File: config.mk
export PLATFORM = sky130hd
export DESIGN_NAME = crm_cell
export DESIGN_NICKNAME = d
export VERILOG_FILES = /design/src/rtl/crm_pkg.sv /design/src/rtl/crm_cell.sv
export SDC_FILE = /design/constraint.sdc
export NUM_CORES = 1
export LEC_CHECK = 0
export BUFFER_PORTS_ARGS = -buffer_cell sky130_fd_sc_hd__buf_2
export CORE_MARGIN = 2
export CORE_UTILIZATION = 24
export CTS_BUF_LIST = sky130_fd_sc_hd__clkbuf_8 sky130_fd_sc_hd__clkbuf_16
export CTS_CLUSTER_DIAMETER = 150
export CTS_CLUSTER_SIZE = 20
export DETAILED_ROUTE_END_ITERATION = 7
export MAX_ROUTING_LAYER = met4
export PLACE_DENSITY = 0.58
export SLEW_MARGIN = 5
export SYNTH_ARGS = -nofsm -noshare
export SYNTH_HDL_FRONTEND = slang
export SYNTH_SLANG_ARGS = --single-unit
File: constraint.sdc
create_clock -name clk -period 2.99 [get_ports clk]
set_input_delay 0.598 -clock clk [delete_from_list [all_inputs] [get_ports clk]]
set_output_delay 0.598 -clock clk [all_outputs]
set_load 0.05 [all_outputs]
File: src/rtl/crm_pkg.sv
`timescale 1ns / 1ps
// crm_pkg: shared constants and types for the cyclic rotation matcher.
// No dependencies; used by the interfaces, the cell and the top level.
package crm_pkg;

  localparam int MAX_LEN = 64;
  localparam int ELEM_W  = 32;   // stored/compared bits of each element
  localparam int DATA_W  = 32;   // payload width of one element
  localparam int CNT_W   = $clog2(MAX_LEN + 1);
  localparam int IDX_W   = (MAX_LEN > 1) ? $clog2(MAX_LEN) : 1;
  localparam int OFS_W   = 7;

  localparam logic [OFS_W-1:0] NO_MATCH = {OFS_W{1'b1}};  // -1

  typedef logic [ELEM_W-1:0] elem_t;

  // broadcast controls for the cell row
  typedef struct packed {
    logic shift;   // rotate reference ring by one
  } cell_ctrl_t;

endpackage

File: src/rtl/crm_cell.sv
`timescale 1ns / 1ps
// crm_cell: one position of the sequence pair. Holds a reference element that
// rotates through the ring and a fixed candidate element. Depends on crm_pkg.
module crm_cell (
  input  logic                clk,
  input  crm_pkg::cell_ctrl_t ctrl,
  input  logic                load_en,
  input  crm_pkg::elem_t      a_in,
  input  crm_pkg::elem_t      b_in,
  input  crm_pkg::elem_t      nbr_a,    // from the next cell up
  input  crm_pkg::elem_t      wrap_a,   // from cell 0, used by the tail cell
  input  logic                is_tail,
  input  logic                active,
  output crm_pkg::elem_t      a_out,
  output logic                match
);

  crm_pkg::elem_t a_r, a_nxt;
  crm_pkg::elem_t b_r, b_nxt;

  always_comb begin
    a_nxt = a_r;
    b_nxt = b_r;
    if (load_en) begin
      a_nxt = a_in;
      b_nxt = b_in;
    end else if (ctrl.shift) begin
      a_nxt = is_tail ? wrap_a : nbr_a;
    end
  end

  always_ff @(posedge clk) begin
    a_r <= a_nxt;
    b_r <= b_nxt;
  end

  assign a_out = a_r;
  // positions beyond the current length do not take part
  assign match = !active || (a_r == b_r);

endmodule

After elaboration in Yosys (flattened, before gate mapping)
Cells that the tools add are included.
Cells by class
  equality and inequality tests: 1
  muxes and demuxes: 3
  reductions and logical operators: 3
Operators with widths (number)
  32-bit 2-to-1 mux: 3
  32-bit == test: 1
  2-bit nonzero test: 1
  1-bit logical NOT: 1
  1-bit logical OR: 1
Word-level totals
  word-level logic and storage cells: 9
  register bits after elaboration: 64
  output and inout bits: 33
  bits of input ports: 133

Depth between registers and ports, before layout
  word-level depth: 3
  depth in mapped cells: 4

Worst setup path after synthesis
No wires, ideal clock.
  path kind: register to output
  start point: register a_r[11], in the netlist a_out[11]
  end point: output port match
  required time: 2392 ps
  stages on the path, launching flop included: 5
  buffers on the path: 0
  slack: 450 ps
  data arrival time: 1942 ps
  cell sequence: edfxtp_1 xor2_1 nor4_1 nand4_1 o21ai_1
On the way
  longest elaborated chain between the ends: 2
RTL lines
  start, declared: RTL line crm_cell.sv:18  | crm_pkg::elem_t a_r, a_nxt;
  start signal, assigned: RTL line crm_cell.sv:33  | a_r <= a_nxt;
  32-bit == test: RTL line crm_cell.sv:39  | assign match = !active || (a_r == b_r);
  1-bit logical OR: RTL line crm_cell.sv:39
  end, declared: RTL line crm_cell.sv:15  | output logic match
Every way passes these cells.

Worst setup path in the final report
  start point: register a_r[21], in the netlist a_out[21]
  end point: output port match
The elaborated chain is that of the path after synthesis.

==> results.toml <==
[detailed_routing]
dr_vias = 2243
first_iter_violations = 68
drtAntennaViolNets = 0
detail_route.drc_violations = 0
post_drt_via_cell_ratio = 4.21
drt_pass1_iterations = 4
detail_route.wl_per_cell_microns = 13.9
route.final.wire_length_mm = 7.41

[finish]
post_route_cells_drive_above_1_share_pct = 46.1
instances_no_fill = 533
filler_cell_count = 1236
num_antenna_cells = 0
syn2layout_area_growth_pct = 41.6
final_net_count = 516

[floorplanning]
design.core.area_sq_um = 12000
rows = 40
die_height_microns = 115
horiz_die_dim_microns = 115
fp.dieArea_sq_um = 13200
io_pins = 166
start_util_pct = 24.5

[yosys]
synth-async-reset-ratio_pct = 0
synth_largest_type_area_fraction_pct = 65.3
synth.net_count = 348
postSynth.topFlopCell = "sky130_fd_sc_hd__edfxtp_1"
post-synth-top-count-cell = "sky130_fd_sc_hd__edfxtp_1"
netlist_instances = 215
netlist_top_cells_count = "sky130_fd_sc_hd__edfxtp_1 (64), sky130_fd_sc_hd__mux2i_1 (32), sky130_fd_sc_hd__nand2_1 (32), sky130_fd_sc_hd__o21ai_0 (32), sky130_fd_sc_hd__xor2_1 (32)"
number_of_distinct_library_cells_after_synthesis = 12
synth-seq-area-share_pct = 65.3
syn_area_sq_um = 2940
postSynthRegisterBits = 64
synth_top_area_cell = "sky130_fd_sc_hd__edfxtp_1"
synth_edf_count = 64
post_synth_main_area_contributors = "sky130_fd_sc_hd__edfxtp_1 (65%), sky130_fd_sc_hd__mux2i_1 (11%), sky130_fd_sc_hd__xor2_1 (9.5%), sky130_fd_sc_hd__o21ai_0 (5.4%), sky130_fd_sc_hd__nand2_1 (4.1%)"
postSynthAreaPerCell_sq_um = 13.7
synth-warning-count = 0

[worst_setup_path]
start_to_end_type_of_the_worst_setup_path = "reg2out"
end_kind = "primary output"
data_required_time_of_the_critical_path_ns = 2.39
critPathLaunchType = "register"
arrival_ns = 1.97
crit_path_max_fanout = 2

[clock_network]
path_clk_slew_ns = 0.05
cts_hold_buffers = 0
tritoncts = "yes"
cts_num_sinks = 64
postCtsSetupBuffers = 0
cts-buffers-inserted = 9
cts-root-to-sink-buffers = 2
htreeDepth = 3
post_cts_resized = 0
cts-root-buf = "sky130_fd_sc_hd__clkbuf_16"

[outcome]
status = "finished clean"

[timing]
clock.fmax_ghz = 0.389
report.final.setup_viol = 0
slew_headroom_pct = 43.2
fin_crit_sh_pct = 86.0
grt_setup_unrepaired = "no"
finalSetupTns_ns = 0
finalMaxSlewViolations = 0
tightest_slew_ns = 0.852
report.final.hold_viol_count = 0
min_period_ns = 2.57

[power_and_ir_drop]
ir_drop_mv = 0.269
p_leak_nw = 1.89
power.density_cell_area_nw_per_um2 = 604

[global_route]
grt_start_max_net_pins = 40
globalRouteTotalUtil_pct = 11.4
initial_antenna_violation_count = 0
grt_overflow = 0
grt_pass1_wl_mm = 10.7
grt_pass1_vias = 2211

[placed_design]
post-place-cells = 519
hpwl_after_dpl_mm = 5.55
port_buffers = 165
gp_congestion = 0.776

[hold_path]
hold_class = "in2reg"

[job]
maximum_capacitance_violations = 0
-- worst paths after layout --
path,startpoint,to,slack (ns),cells after the start
worst max-delay path,a_out[21],match,0.42,5
worst min-delay path,b_in[1],b_r[1],0.45,1
-- layout by cell type, fill, tap and decap left out, drive strengths merged --
| cell | synthesis | layout |
|---|---|---|
| clkbuf | 5 | 9 |
| nor4 | 8 | 8 |
| nand4 | 2 | 2 |
| nand2 | 32 | 32 |
| mux2i | 32 | 32 |
| xor2 | 32 | 32 |
| edfxtp | 64 | 64 |
| buf | 6 | 168 |
| inv | 0 | 2 |
| o21ai | 33 | 33 |
| clkinv | 0 | 3 |
| or2 | 1 | 1 |
-- cell type report --
type / instances / area (sq um) / share of cell area, %
Multi-Input combinational cell: 140 / 955 / 22.9
Clock inverter: 5 / 18.8 / 0.450
Clock buffer: 9 / 225 / 5.40
Tap cell: 147 / 184 / 4.41
Sequential cell: 64 / 1920 / 46.1
Timing Repair Buffer: 168 / 863 / 20.7
-- sequential cells by signal, summed over array words and instances, names as in the netlist --
signal	flops
b_r	32
a_out	32
-- critical path, cell delays in order, from the launching register on --
cell	delay [ns]
sky130_fd_sc_hd__edfxtp_1	0.39
sky130_fd_sc_hd__xor2_1	0.16
sky130_fd_sc_hd__nor4_1	0.42
sky130_fd_sc_hd__nand4_1	0.21
sky130_fd_sc_hd__o21ai_1	0.19
sky130_fd_sc_hd__buf_2	0.28
-- where the power goes --
| part | internal, W | switching, W |
|---|---|---|
| combinational | 0.000167 | 0.000325 |
| clock | 0.000536 | 0.000347 |
| sequential | 0.00109 | 0.0000491 |
| total | 0.00180 | 0.000721 |
-- cell families (layout without fill, tap and decap cells) --
family	Yosys count	count (layout)	share of synthesized area, %
muxes	32	32	10.9
AOI/OAI and AO/OA	33	33	5.61
xor gates and xnor gates	32	32	9.52
and+or+nand+nor	43	43	6.42
buffers and inverters	11	182	2.29
DFF	64	64	65.3
-- through the flow --
| step | total power (W) | hold WS (ns) | util [%] | setup slack [ns] | instance area, sq um |
|---|---|---|---|---|---|
| global route | 0.00263 | 0.431 | 34.7 | 0.265 | 4170 |
| global placement | 0.00166 | 0.776 | 32.7 | 0.637 | 3920 |
| finish | 0.00252 | 0.447 | 34.7 | 0.419 | 4170 |
| floorplan | 0.00147 | 0.697 | - | 0.450 | 2940 |
| detailed placement | 0.00166 | 0.776 | 32.7 | 0.660 | 3920 |
| CTS | 0.00256 | 0.431 | 34.7 | 0.303 | 4170 |
-- per-layer routing --
metal	global-route usage [%]	wire (microns)
met1	13.6	3340
met2	17.9	3400
met3	3.74	561
met4	4.34	105
met5	-	0
Power figures use the tool's default switching activity.
